## src/rtl/zzvd_pkg.sv

```systemverilog
// ----------------------------------------------------------------------------
// zzvd_pkg
// Types and constants shared by the zigzag varint decoder modules.
// ----------------------------------------------------------------------------
package zzvd_pkg;

  localparam logic [7:0] GROUP_MASK       = 8'h7F;
  localparam logic [7:0] MORE_BIT         = 8'h80;
  localparam logic [4:0] MAX_BYTES_NARROW = 5'd5;
  localparam logic [4:0] MAX_BYTES_WIDE   = 5'd10;
  localparam logic [6:0] GROUP_BITS       = 7'd7;
  localparam logic [6:0] ACC_WIDTH        = 7'd64;

  typedef struct packed {
    logic [7:0] in_byte;
    logic       zigzag;
    logic       wide;
  } zzvd_in_t;

  typedef struct packed {
    logic signed [63:0] value;
    logic               overlong;
  } zzvd_out_t;

  // one byte's outcome, from the accumulator to the result stage
  typedef struct packed {
    logic        emit;
    logic        overlong;
    logic        zigzag;
    logic        wide;
    logic [63:0] raw;
  } zzvd_step_t;

endpackage

```

## src/rtl/zzvd_acc.sv

```systemverilog
// ----------------------------------------------------------------------------
// zzvd_acc
// Seven-bit group accumulator and byte counter; decides where a value ends.
// ----------------------------------------------------------------------------
module zzvd_acc import zzvd_pkg::*; (
  input  logic       clk,
  input  logic       rst_n,
  input  zzvd_in_t   item,
  input  logic       fire,
  output zzvd_step_t step
);

  logic [63:0] acc_r, acc_nxt;
  logic [3:0]  cnt_r, cnt_nxt;
  logic [6:0]  shamt;
  logic [63:0] group;
  logic [63:0] acc_cur;
  logic [4:0]  taken;
  logic [4:0]  limit;
  logic        more;
  logic        emit;

  assign shamt   = {3'b000, cnt_r} * GROUP_BITS;
  assign group   = {56'd0, item.in_byte & GROUP_MASK};
  assign acc_cur = (shamt < ACC_WIDTH) ? (acc_r | (group << shamt[5:0])) : acc_r;
  assign taken   = {1'b0, cnt_r} + 5'd1;
  assign limit   = item.wide ? MAX_BYTES_WIDE : MAX_BYTES_NARROW;
  assign more    = (item.in_byte & MORE_BIT) != 8'd0;
  assign emit    = !more || (taken >= limit);

  assign step.emit     = emit;
  assign step.overlong = more;
  assign step.zigzag   = item.zigzag;
  assign step.wide     = item.wide;
  assign step.raw      = acc_cur;

  always_comb begin
    acc_nxt = acc_r;
    cnt_nxt = cnt_r;
    if (fire) begin
      if (emit) begin
        acc_nxt = '0;
        cnt_nxt = '0;
      end else begin
        acc_nxt = acc_cur;
        cnt_nxt = taken[3:0];
      end
    end
  end

  always_ff @(posedge clk) begin
    if (!rst_n) begin
      acc_r <= '0;
      cnt_r <= '0;
    end else begin
      acc_r <= acc_nxt;
      cnt_r <= cnt_nxt;
    end
  end

endmodule

```

## src/rtl/zzvd_fin.sv

```systemverilog
// ----------------------------------------------------------------------------
// zzvd_fin
// Zigzag and width finishing of a completed value, held in the result register.
// ----------------------------------------------------------------------------
module zzvd_fin import zzvd_pkg::*; (
  input  logic       clk,
  input  logic       rst_n,
  input  zzvd_step_t step,
  input  logic       load,
  output logic       out_valid,
  input  logic       out_ready,
  output zzvd_out_t  out_data
);

  logic        out_valid_r, out_valid_nxt;
  zzvd_out_t   out_data_r, out_data_nxt;
  logic [63:0] val64;
  logic [31:0] raw32;
  logic [31:0] val32;
  logic [63:0] value;

  always_comb begin
    raw32 = step.raw[31:0];
    val64 = step.zigzag ? ({1'b0, step.raw[63:1]} ^ {64{step.raw[0]}}) : step.raw;
    val32 = step.zigzag ? ({1'b0, raw32[31:1]} ^ {32{raw32[0]}}) : raw32;
    value = step.wide ? val64 : {{32{val32[31]}}, val32};
  end

  always_comb begin
    out_valid_nxt = out_valid_r;
    out_data_nxt  = out_data_r;
    if (load) begin
      out_valid_nxt         = 1'b1;
      out_data_nxt.value    = value;
      out_data_nxt.overlong = step.overlong;
    end else if (out_ready) begin
      out_valid_nxt = 1'b0;
    end
  end

  always_ff @(posedge clk) begin
    if (!rst_n) begin
      out_valid_r <= 1'b0;
    end else begin
      out_valid_r <= out_valid_nxt;
    end
  end

  always_ff @(posedge clk) begin
    out_data_r <= out_data_nxt;
  end

  assign out_valid = out_valid_r;
  assign out_data  = out_data_r;

endmodule

```

## src/rtl/zigzag_varint_decoder.sv

```systemverilog
// ----------------------------------------------------------------------------
// zigzag_varint_decoder
// LEB128 varint stream decoder with optional zigzag and 32/64-bit modes.
// ----------------------------------------------------------------------------
// One byte beat is taken every cycle. A byte passes the input register, then
// the group accumulator and finishing logic into the result register. The
// only stall comes from the result register: a byte that ends a value waits
// while an earlier result is still held; continuation bytes never wait. A
// value ends on a byte with bit 7 clear, or after 5 bytes (32-bit) or 10
// bytes (64-bit), then flagged overlong.
// ----------------------------------------------------------------------------
module zigzag_varint_decoder import zzvd_pkg::*; (
  input  logic      clk,
  input  logic      rst_n,
  input  logic      in_valid,
  output logic      in_ready,
  input  zzvd_in_t  in_data,
  output logic      out_valid,
  input  logic      out_ready,
  output zzvd_out_t out_data
);

  logic       in_v_r, in_v_nxt;
  zzvd_in_t   in_r, in_nxt;
  zzvd_step_t step;
  logic       consume;
  logic       res_load;

  assign consume  = in_v_r && (!step.emit || !out_valid || out_ready);
  assign res_load = consume && step.emit;
  assign in_ready = !in_v_r || consume;

  always_comb begin
    in_v_nxt = in_v_r;
    in_nxt   = in_r;
    if (in_valid && in_ready) begin
      in_v_nxt = 1'b1;
      in_nxt   = in_data;
    end else if (consume) begin
      in_v_nxt = 1'b0;
    end
  end

  always_ff @(posedge clk) begin
    if (!rst_n) begin
      in_v_r <= 1'b0;
    end else begin
      in_v_r <= in_v_nxt;
    end
  end

  always_ff @(posedge clk) begin
    in_r <= in_nxt;
  end

  zzvd_acc u_acc (
    .clk   (clk),
    .rst_n (rst_n),
    .item  (in_r),
    .fire  (consume),
    .step  (step)
  );

  zzvd_fin u_fin (
    .clk       (clk),
    .rst_n     (rst_n),
    .step      (step),
    .load      (res_load),
    .out_valid (out_valid),
    .out_ready (out_ready),
    .out_data  (out_data)
  );

  // held byte is not lost while the result register is blocked
  a_in_hold: assert property (@(posedge clk) disable iff (!rst_n)
    in_v_r && !consume |=> in_v_r && $stable(in_r))
    else $error("input register changed while stalled");

  // never overwrite a result that has not been taken
  a_no_overwrite: assert property (@(posedge clk) disable iff (!rst_n)
    !(res_load && out_valid && !out_ready))
    else $error("result register overwritten");

  // a new result only follows a byte that ended a value
  a_rise_src: assert property (@(posedge clk) disable iff (!rst_n)
    $rose(out_valid) |-> $past(res_load))
    else $error("result without ending byte");

endmodule
```

## config.mk

```make
export PLATFORM = sky130hd
export DESIGN_NAME = zigzag_varint_decoder
export DESIGN_NICKNAME = d
export VERILOG_FILES = /design/src/rtl/zzvd_pkg.sv /design/src/rtl/zzvd_acc.sv /design/src/rtl/zzvd_fin.sv /design/src/rtl/zigzag_varint_decoder.sv
export SDC_FILE = /design/constraint.sdc
export NUM_CORES = 1
export LEC_CHECK = 0
export ABC_AREA = 0
export BUFFER_PORTS_ARGS = -buffer_cell sky130_fd_sc_hd__buf_4
export CAP_MARGIN = 20
export CORE_MARGIN = 2
export CORE_UTILIZATION = 44
export DETAILED_ROUTE_END_ITERATION = 10
export GPL_ROUTABILITY_DRIVEN = 0
export PLACE_DENSITY = 0.66
export SKIP_CTS_REPAIR_TIMING = 1
export SLEW_MARGIN = 30
export SYNTH_ARGS = -nofsm -noshare
export SYNTH_HDL_FRONTEND = slang
export SYNTH_HIERARCHICAL = 1
export SYNTH_SLANG_ARGS = --single-unit
```

## constraint.sdc

```tcl
create_clock -name clk -period 5.1 [get_ports clk]
set_input_delay 0.765 -clock clk [delete_from_list [all_inputs] [get_ports clk]]
set_output_delay 0.765 -clock clk [all_outputs]
set_load 0.005 [all_outputs]
```

==> results of run 1 <==
[routing by layer]
| metal | share of wire, % | track usage [%] | up-vias |
|---|---|---|---|
| met1 | 44 | 30.4 | 3358 |
| met3 | 5.3 | 3.74 | 59 |
| met5 | 0 | 0 | - |
| met2 | 47 | 35.5 | 246 |
| li1 | - | - | 3387 |
| met4 | 3.2 | 8.72 | 0 |
[synthesized netlist by cell type, drive strengths merged, types with 3 or more instances]
library cell | n | area share, %
a221o | 5 | 0.58
nand3 | 9 | 0.52
nor3 | 7 | 0.41
o221ai | 34 | 3.4
a211oi | 6 | 0.52
ha | 12 | 1.7
or2 | 3 | 0.22
nand4 | 6 | 0.43
a21oi | 44 | 2.6
edfxtp | 75 | 26
fa | 4 | 0.93
nand2b | 7 | 0.51
xnor2 | 34 | 3.4
o32ai | 3 | 0.39
clkbuf | 42 | 1.8
nor4 | 10 | 0.72
o22ai | 26 | 1.9
dfxtp | 70 | 16
buf | 39 | 3.1
mux2i | 43 | 5.0
a21boi | 38 | 3.3
and3b | 7 | 0.71
a22oi | 3 | 0.26
o21ai | 18 | 1.1
o211ai | 4 | 0.35
a21o | 38 | 3.3
mux2 | 6 | 0.78
nand4b | 33 | 3.5
and2 | 39 | 2.8
nor2 | 57 | 2.5
o21bai | 20 | 1.7
nand2 | 54 | 2.4
inv | 18 | 0.78
nor2b | 6 | 0.43
o22a | 3 | 0.30
o21a | 29 | 2.5
[critical path, stage by stage, from the launching register on]
cell and delay (ns):
dfxtp_1 0.82, ha_1 0.39, ha_1 0.27, inv_1 0.07
fa_1 0.48, a2111o_1 0.45, a21oi_2 0.20, and2_1 0.38
a21o_2 0.40, buf_4 0.28, nand4b_1 0.15, o221ai_1 0.13
[per-stage QoR]
stage / total power [uW] / utilization (%) / std cells / instance area (sq um) / setup WS [ns]
detailed placement: 1690 / 48.8 / 1176 / 9430 / 0.829
finish: 3020 / 52.2 / 1209 / 10100 / 0.752
floorplan: 1570 / - / 879 / 8640 / 0.905
CTS: 3030 / 52.1 / 1208 / 10100 / 0.763
global route: 3120 / 52.2 / 1209 / 10100 / 0.500
global placement: 1680 / 48.8 / 1176 / 9430 / 0.917
[layout make-up]
type | instances | area, sq um | area share (%)
Tap cell | 265 | 332 | 3.28
Inverter | 19 | 71.3 | 0.706
Clock buffer | 17 | 425 | 4.21
Sequential cell | 145 | 3650 | 36.2
Multi-Input combinational cell | 634 | 4500 | 44.6
Timing Repair Buffer | 114 | 905 | 8.96
Clock inverter | 15 | 206 | 2.04
[placed cells by master (no fill, tap or decap), types with 7 or more instances in the layout]
cell         n
a21oi_1     43
a21boi_0    35
nor2_1      56
nand3_1      9
o21ai_0     16
inv_1       18
buf_4      110
a21o_1      37
nor3_1       7
nand2_1     53
and3b_1      7
o21bai_1    20
edfxtp_1    75
o22ai_1     26
o221ai_1    34
and2_1      39
mux2i_1     43
nor4_1      10
o21a_1      29
ha_1        12
clkbuf_16   17
xnor2_1     34
dfxtp_1     70
nand2b_1     7
nand4b_1    32
[registers in the layout, summed over array words and instances (netlist names)]
signal and flops:
in_v_r 1, u_fin/out_data 65, u_acc/acc_r 64, u_fin/out_valid 1, in_r 10, u_acc/cnt_r 4
[cells by family (layout without fill, tap and decap cells)]
logic type,count (synthesis),count (layout)
compound gates,281,281
fa+ha+maj,16,16
flops,145,145
simple gates,252,252
mux,49,49
buf+inv,100,165
xor+xnor,36,36
[where the power goes]
group | total, uW | internal [uW] | switching [uW]
clock | 1350 | 824 | 527
sequential | 1290 | 1270 | 17.8
combinational | 378 | 159 | 219
[final timing paths]
check | end | slack [ns] | depth (start not counted)
min reg2reg | u_acc/acc_r[32] | 0.46 | 2
max | u_fin/out_data[44] | 0.75 | 11
max reg2reg | u_fin/out_data[44] | 0.75 | 11
min | u_acc/acc_r[32] | 0.46 | 2
==> results.toml, run 1 <==
[status]
run_status = "completed"

[floorplanning]
die_area_sq_um = 20800
num_io_pins = 81
core_area_sq_um = 19300
die_h_um = 144
row_count = 51
start_util_pct = 44.7
fp.dieW_um = 144

[grt]
pin_count_of_the_biggest_net_entering_global_routing = 97
globalRoute.totalOverflow = 0
grt_pass1_wl_um = 35800
grt_pass1_vias = 6461
initial_antenna_violation_count = 0
grt_usage_pct = 22.3

[placement]
post-dp-hpwl_um = 15300
port_buffers = 80

[timing]
slew_limit_fails = 0
tightest_hold_margin_ns = 0.463
report.final.hold_viol_count = 0
final_period_minus_worst_setup_slack_ns = 4.35
maxSlewHeadroom_pct = 40.5
achievable_freq_mhz = 230
unrepaired_setup_endpoints_after_global_routing = "false"
final.period_utilization_pct = 85.2
finalClockSkew_ns = 0.0104
setup-violations-final = 0
timing.setup.tns_ns = 0
worstMarginPinSlew_ns = 0.893

[clocking]
cts-root-to-sink-buffers = 2
clock-sinks = 145
cts_inserted_buffers = 17
clk_pin_slew_ns = 0.06
clockRootBuffer = "clkbuf_16"
htree_levels = 4
clock_tree_from_tritoncts = "built"
worstSkewPairLatency_ns = 0.44

[flow_run]
drv.max_cap_violation_count = 0

[yosys]
postSynthCellCount = 879
synth_mux_area_share_pct = 5.76
synthSimpleGateAreaFrac_pct = 16.5
ys.warnings.count = 6
synth.ff_latch_count = 145
count_of_flip_flops_with_a_built_in_enable_after_synthesis = 75
synth_area_per_cell_sq_um = 9.83
synth.lib_cells_used.distinct = 66
post_synthesis_net_count = 909
post_synth_fa_ha_maj_area_fraction_pct = 2.67
area_share_of_xor_xnor_cells_in_the_synthesized_design_pct = 3.65
ys.flop_type = "edfxtp_1"
synth_compound_area_share_pct = 23.4
largest_family_of_logic_cells_by_synthesized_area = "compound AO/OA/AOI/OAI gates"
portion_of_the_post_synthesis_area_used_by_sequential_elements_pct = 42.3
async_reset_ff_share_pct = 0
synthesis.area_sq_um = 8640

[worst_hold_path]
min-delay-start = "u_acc/acc_r[32]"
hp-class = "reg2reg"

[worst_setup_path]
worstSetupStartpointType = "flop"
endpoint_kind = "flop"
worst-endpoint-arrival_ns = 4.48
crit_type = "reg2reg"
worstReg2RegStart = "u_acc/cnt_r[0]"
cp-startpoint = "u_acc/cnt_r[0]"
crit_fanout = 21
critPathRequiredTime_ns = 5.24

[detailed_routing]
drt-total-wl_um = 22800
drtPass1Iterations = 5
viasPerCell = 5.83
final_antenna_net_count = 0
route.detailed.drc = 0
post_drt_wl_per_cell_um = 18.8
dr_total_vias = 7050
detail_route.iter0.violations = 729

[cells_and_area]
filler_cell_count = 1759
final_net_count = 961
post_route_cells_drive_above_1_share_pct = 17.5
n_antenna_cell = 0
layout-area-overhead-vs-synth_pct = 16.9

[power_and_ir_drop]
static-leakage-power_uw = 0.00396
p_per_area_nw_per_um2 = 299
worst_ir_drop_vdd_uv = 223
Power figures use the tool's default switching activity.
==> run 2, diff against run 1 <==
Settings changed: PLACE_DENSITY 0.66 to 0.64.
Clock period 5.1 ns to 4.4 ns, I/O delays scaled along.
==> results.toml, run 2 (synthesis gave the netlist of run 1 again) <==
[cells_and_area]
most-common-layout-cells = "113 x buf_4, 75 x edfxtp_1, 70 x dfxtp_1"
final_net_count = 961
sequential_cell_area_sq_um = 3650
multi_input_comb_area_sq_um = 4500
post-route-cell-area_sq_um = 9960
largest_reg_flops = 65
layout-area-overhead-vs-synth_pct = 15.3
layout_commonest_cell = "buf_4"
stdcell_count = 1209
post_route_cells_drive_above_1_share_pct = 17.4
n_antenna_cell = 0
filler_cell_count = 1795

[timing]
final_period_minus_worst_setup_slack_ns = 4.17
achievable_freq_mhz = 240
post-route-worst-setup-slack_ns = 0.229
unrepaired_setup_endpoints_after_global_routing = "false"
tightest_hold_margin_ns = 0.395
slew_limit_fails = 0
setup-violations-final = 0
finalClockSkew_ns = 0.0115
final.period_utilization_pct = 94.8
report.final.hold_viol_count = 0
maxSlewHeadroom_pct = 43.1
timing.setup.tns_ns = 0
worstMarginPinSlew_ns = 0.853

[clocking]
cts-root-to-sink-buffers = 2
clk_pin_slew_ns = 0.07
clockRootBuffer = "clkbuf_16"
clock-sinks = 145
clock_tree_from_tritoncts = "built"
htree_levels = 4
worstSkewPairLatency_ns = 0.44
cts_inserted_buffers = 17

[power_and_ir_drop]
worst_ir_drop_vdd_uv = 289
p_per_area_nw_per_um2 = 329
static-leakage-power_uw = 0.00392

[worst_setup_path]
crit_type = "reg2reg"
endpoint_kind = "flop"
slowest_delay_ns = 0.98
cp_top_family = "adder cells"
worst-endpoint-arrival_ns = 4.32
critical_path.slowest_cell = "fa_1"
worst-path-buf-inv = 3
crit_fanout = 20
cells_along_the_critical_path = "buf_4 -> ha_1 -> ha_1 -> inv_1 -> fa_1 -> nand2_1 -> nor4_1 -> a211oi_1 -> buf_4 -> o21bai_1 -> and2_1 -> o221ai_1"
worstSetupStartpointType = "flop"
critPathRequiredTime_ns = 4.55

[grt]
pin_count_of_the_biggest_net_entering_global_routing = 97
grt_pass1_wl_um = 36200
globalRoute.totalOverflow = 0
grt_usage_pct = 22.8
grt_pass1_vias = 6515
initial_antenna_violation_count = 0

[detailed_routing]
drtPass1Iterations = 5
route.detailed.drc = 0
drt-total-wl_um = 23500
detail_route.iter0.violations = 604
final_antenna_net_count = 0
post_drt_wl_per_cell_um = 19.4
viasPerCell = 5.84
dr_total_vias = 7066

[placement]
post-dp-hpwl_um = 15700
detailed_place.area_sq_um = 9420
port_buffers = 80
dp_cells = 1177
worst_case_setup_slack_after_placement_ns = 0.369

[floorplanning]
die_area_sq_um = 20800
row_count = 51
num_io_pins = 81
fp.dieW_um = 144
die_h_um = 144
core_area_sq_um = 19300
start_util_pct = 44.7

[worst_hold_path]
hp-class = "in2reg"

[flow_run]
drv.max_cap_violation_count = 0

[status]
run_status = "completed"
## run 2: cell type report
class / instances / area share (%)
inverter: 19 / 0.716
sequential: 145 / 36.7
clock buffer: 21 / 4.62
multi-input combinational: 634 / 45.2
tap: 265 / 3.33
clock inverter: 11 / 0.791
timing repair buffer: 114 / 8.63
## run 2: worst paths after layout
kind                                       from  slack [ns]            endpoint  cells past startpoint
worst max-delay path             u_acc/cnt_r[0]        0.23  u_fin/out_data[53]                     12
worst min-delay path                 in_data[9]        0.39             in_r[9]                      1
worst max register to register   u_acc/cnt_r[0]        0.23  u_fin/out_data[53]                     12
worst min register to register  u_acc/acc_r[32]        0.46     u_acc/acc_r[32]                      2
## run 2: where the power goes
group	switching (uW)	leakage, uW	internal (uW)
clock	598	0.000270	754
sequential	14.8	0.00127	1470
combinational	257	0.00238	176
## run 2: through the flow
step / power (uW) / util (%)
after floorplan: 1820 / -
final: 3270 / 51.5
after detailed placement: 1950 / 48.7
after CTS: 3290 / 51.5
after global routing: 3390 / 51.5
after global placement: 1940 / 48.7
## run 2: metal layers
metal	GRT usage, %	vias to the layer above	part of all wire [%]
met4	10.6	0	3.3
met2	34.6	227	45
met5	0	-	0
li1	-	3390	-
met3	4.14	48	5.6
met1	31.5	3401	46
==> run 3, diff against run 2 <==
Settings changed: ABC_AREA 0 to 1.
==> results.toml, run 3 <==
[status]
run_status = "completed"

[timing]
timing.setup.tns_ns = 0
worstMarginPinSlew_ns = 0.861
maxSlewHeadroom_pct = 42.6
final.period_utilization_pct = 84.7
final_period_minus_worst_setup_slack_ns = 3.73
finalClockSkew_ns = 0.00801
setup-violations-final = 0
slew_limit_fails = 0
report.final.hold_viol_count = 0
achievable_freq_mhz = 268
unrepaired_setup_endpoints_after_global_routing = "false"

[grt]
grt_pass1_wl_um = 32600
grt_most_used_layer = "met2"
grt_usage_pct = 20.2
gr-usage-met3_pct = 3.66
grt_pass1_vias = 6482
initial_antenna_violation_count = 0
met2_usage_pct = 32.9
globalRoute.totalOverflow = 0
use_met1_pct = 27.7
pin_count_of_the_biggest_net_entering_global_routing = 68

[detailed_routing]
final_antenna_net_count = 0
drt-total-wl_um = 20100
dr_total_vias = 7202
post_drt_wl_per_cell_um = 13.6
detail_route.iter0.violations = 617
route.detailed.drc = 0
viasPerCell = 4.88
drtPass1Iterations = 9

[worst_setup_path]
critPathRequiredTime_ns = 4.57
worstReg2RegStart = "u_acc/cnt_r[0]"
worstSetupStartpointType = "flop"
timing.reg2reg.setup_slack_ns = 0.67
endpoint_kind = "flop"
cp-startpoint = "u_acc/cnt_r[0]"
worst-endpoint-arrival_ns = 3.90
crit_type = "reg2reg"
crit_fanout = 16

[yosys]
ys.flop_type = "edfxtp_1"
synth.ff_latch_count = 145
synth.lib_cells_used.distinct = 38
synthMostInstantiatedCell = "nand2_1"
post_synthesis_net_count = 1180
synthDominantCellAreaShare_pct = 26.4
synthDominantAreaCellType = "edfxtp_1"
postSynthCellCount = 1150
ys_top_cells_by_area = "edfxtp_1 26%, nand2_1 17%, dfxtp_1 16%, nor2_1 7.6%, xnor2_1 6.3%"
synthesis.area_sq_um = 8530
yosys-top-cells-count = "383 x nand2_1, 172 x nor2_1, 101 x inv_1"
async_reset_ff_share_pct = 0
count_of_flip_flops_with_a_built_in_enable_after_synthesis = 75
portion_of_the_post_synthesis_area_used_by_sequential_elements_pct = 42.9
ys.warnings.count = 6
synth_area_per_cell_sq_um = 7.41

[cells_and_area]
layout_commonest_cell = "nand2_1"
layout-area-overhead-vs-synth_pct = 14.8
post_route_cells_drive_above_1_share_pct = 13.6
most-common-layout-cells = "383 x nand2_1, 172 x nor2_1, 99 x inv_1, 99 x buf_4, 83 x a21oi_1"
n_antenna_cell = 0
largest_reg_flops = 65
final_net_count = 1234

[power_and_ir_drop]
worst_ir_drop_vdd_uv = 260
p_switching_uw = 850
sw_frac_of_total_pct = 24.6
p_per_area_nw_per_um2 = 353
combPwrFrac_pct = 13.0
power_frac_clock_pct = 43.8
sequentialPowerShare_pct = 43.2
static-leakage-power_uw = 0.00455
cell_internal_pwr_uw = 2600
total_power_uw = 3450

[floorplanning]
core_area_sq_um = 18800
fp.dieW_um = 143
num_io_pins = 81
start_util_pct = 45.3
die_h_um = 143
die_area_sq_um = 20500
row_count = 50

[clocking]
htree_levels = 4
cts_inserted_buffers = 17
clock_tree_from_tritoncts = "built"
worstSkewPairLatency_ns = 0.42
cts-root-to-sink-buffers = 2
clock-sinks = 145
clk_pin_slew_ns = 0.06
clockRootBuffer = "clkbuf_16"

[worst_hold_path]
hp-class = "in2reg"
min-delay-start = "in_data[5]"

[flow_run]
drv.max_cap_violation_count = 0

[placement]
post-dp-hpwl_um = 14000
port_buffers = 80
## run 3: cell types whose count changed after synthesis, moves of 35 or more
cell,previous run,this run
nand2_1,53,383
a21oi_1,43,83
nand3_1,9,59
and2_1,39,0
a21o_1,38,0
mux2i_1,43,1
nor2_1,57,172
a21boi_0,36,1
inv_1,18,101
## run 3: final timing paths
check,end,cells after the start
max,u_fin/out_data[51],14
min,in_r[5],1
max reg2reg,u_fin/out_data[51],14
min reg2reg,u_fin/out_data[0],0
## run 3: routing by layer
metal | share of wire, % | vias to the layer above
met5 | 0 | -
met4 | 1.5 | 0
met3 | 4.7 | 20
met2 | 47 | 171
met1 | 47 | 3324
li1 | - | 3687
## run 3: layout make-up
cell class              count  area [sq um]
clock buffers              24           492
flip-flops and latches    145          3650
well taps                 260           325
fillers                  1833          9050
clock inverters             8           125
repair buffers            101           783
multi-input cells         829          3990
inverters                 110           413
## run 3: metrics by stage
| stage | hold slack (ns) | setup WS (ns) | cell area (sq um) | instances | utilization, % |
|---|---|---|---|---|---|
| floorplan | 0.441 | 0.689 | 8540 | 1150 | - |
| global placement | 0.438 | 0.714 | 9170 | 1445 | 48.7 |
| detailed placement | 0.444 | 0.675 | 9170 | 1445 | 48.7 |
| CTS | 0.395 | 0.673 | 9780 | 1477 | 52.0 |
| global route | 0.393 | 0.314 | 9780 | 1477 | 52.0 |
| finish | 0.410 | 0.672 | 9780 | 1477 | 52.0 |
## run 3: power groups by stage
stage	registers, uW	logic, uW	clock network [uW]
floorplan	1520	359	0
global placement	1520	446	0
detailed placement	1520	449	0
CTS	1490	452	1540
global route	1490	503	1600
finish	1490	449	1510
## run 3: logic make-up (layout without fill, tap and decap cells)
kind of cell             Yosys count  count (layout)  share of synthesized area (%)
buffers and inverters            176             243                           10.5
flip-flops                       145             145                           42.9
multiplexers                       1               1                          0.117
AND/OR/NAND/NOR                  635             635                           30.0
XOR/XNOR                          65              65                           6.77
adder cells (fa/ha/maj)           16              16                           2.70
AO/OA/AOI/OAI                    112             112                           7.02
## run 3: worst max-delay path, cell delays in order, from the launching register on
cell     delay (ns)
dfxtp_1        0.60
fa_1           0.48
ha_1           0.22
inv_1          0.07
fa_1           0.42
inv_1          0.42
nand4_1        0.23
or2_2          0.31
o21ai_0        0.15
a21oi_1        0.15
inv_1          0.13
xnor2_1        0.12
nand2_1        0.06
nand2_1        0.05
nand2_1        0.04
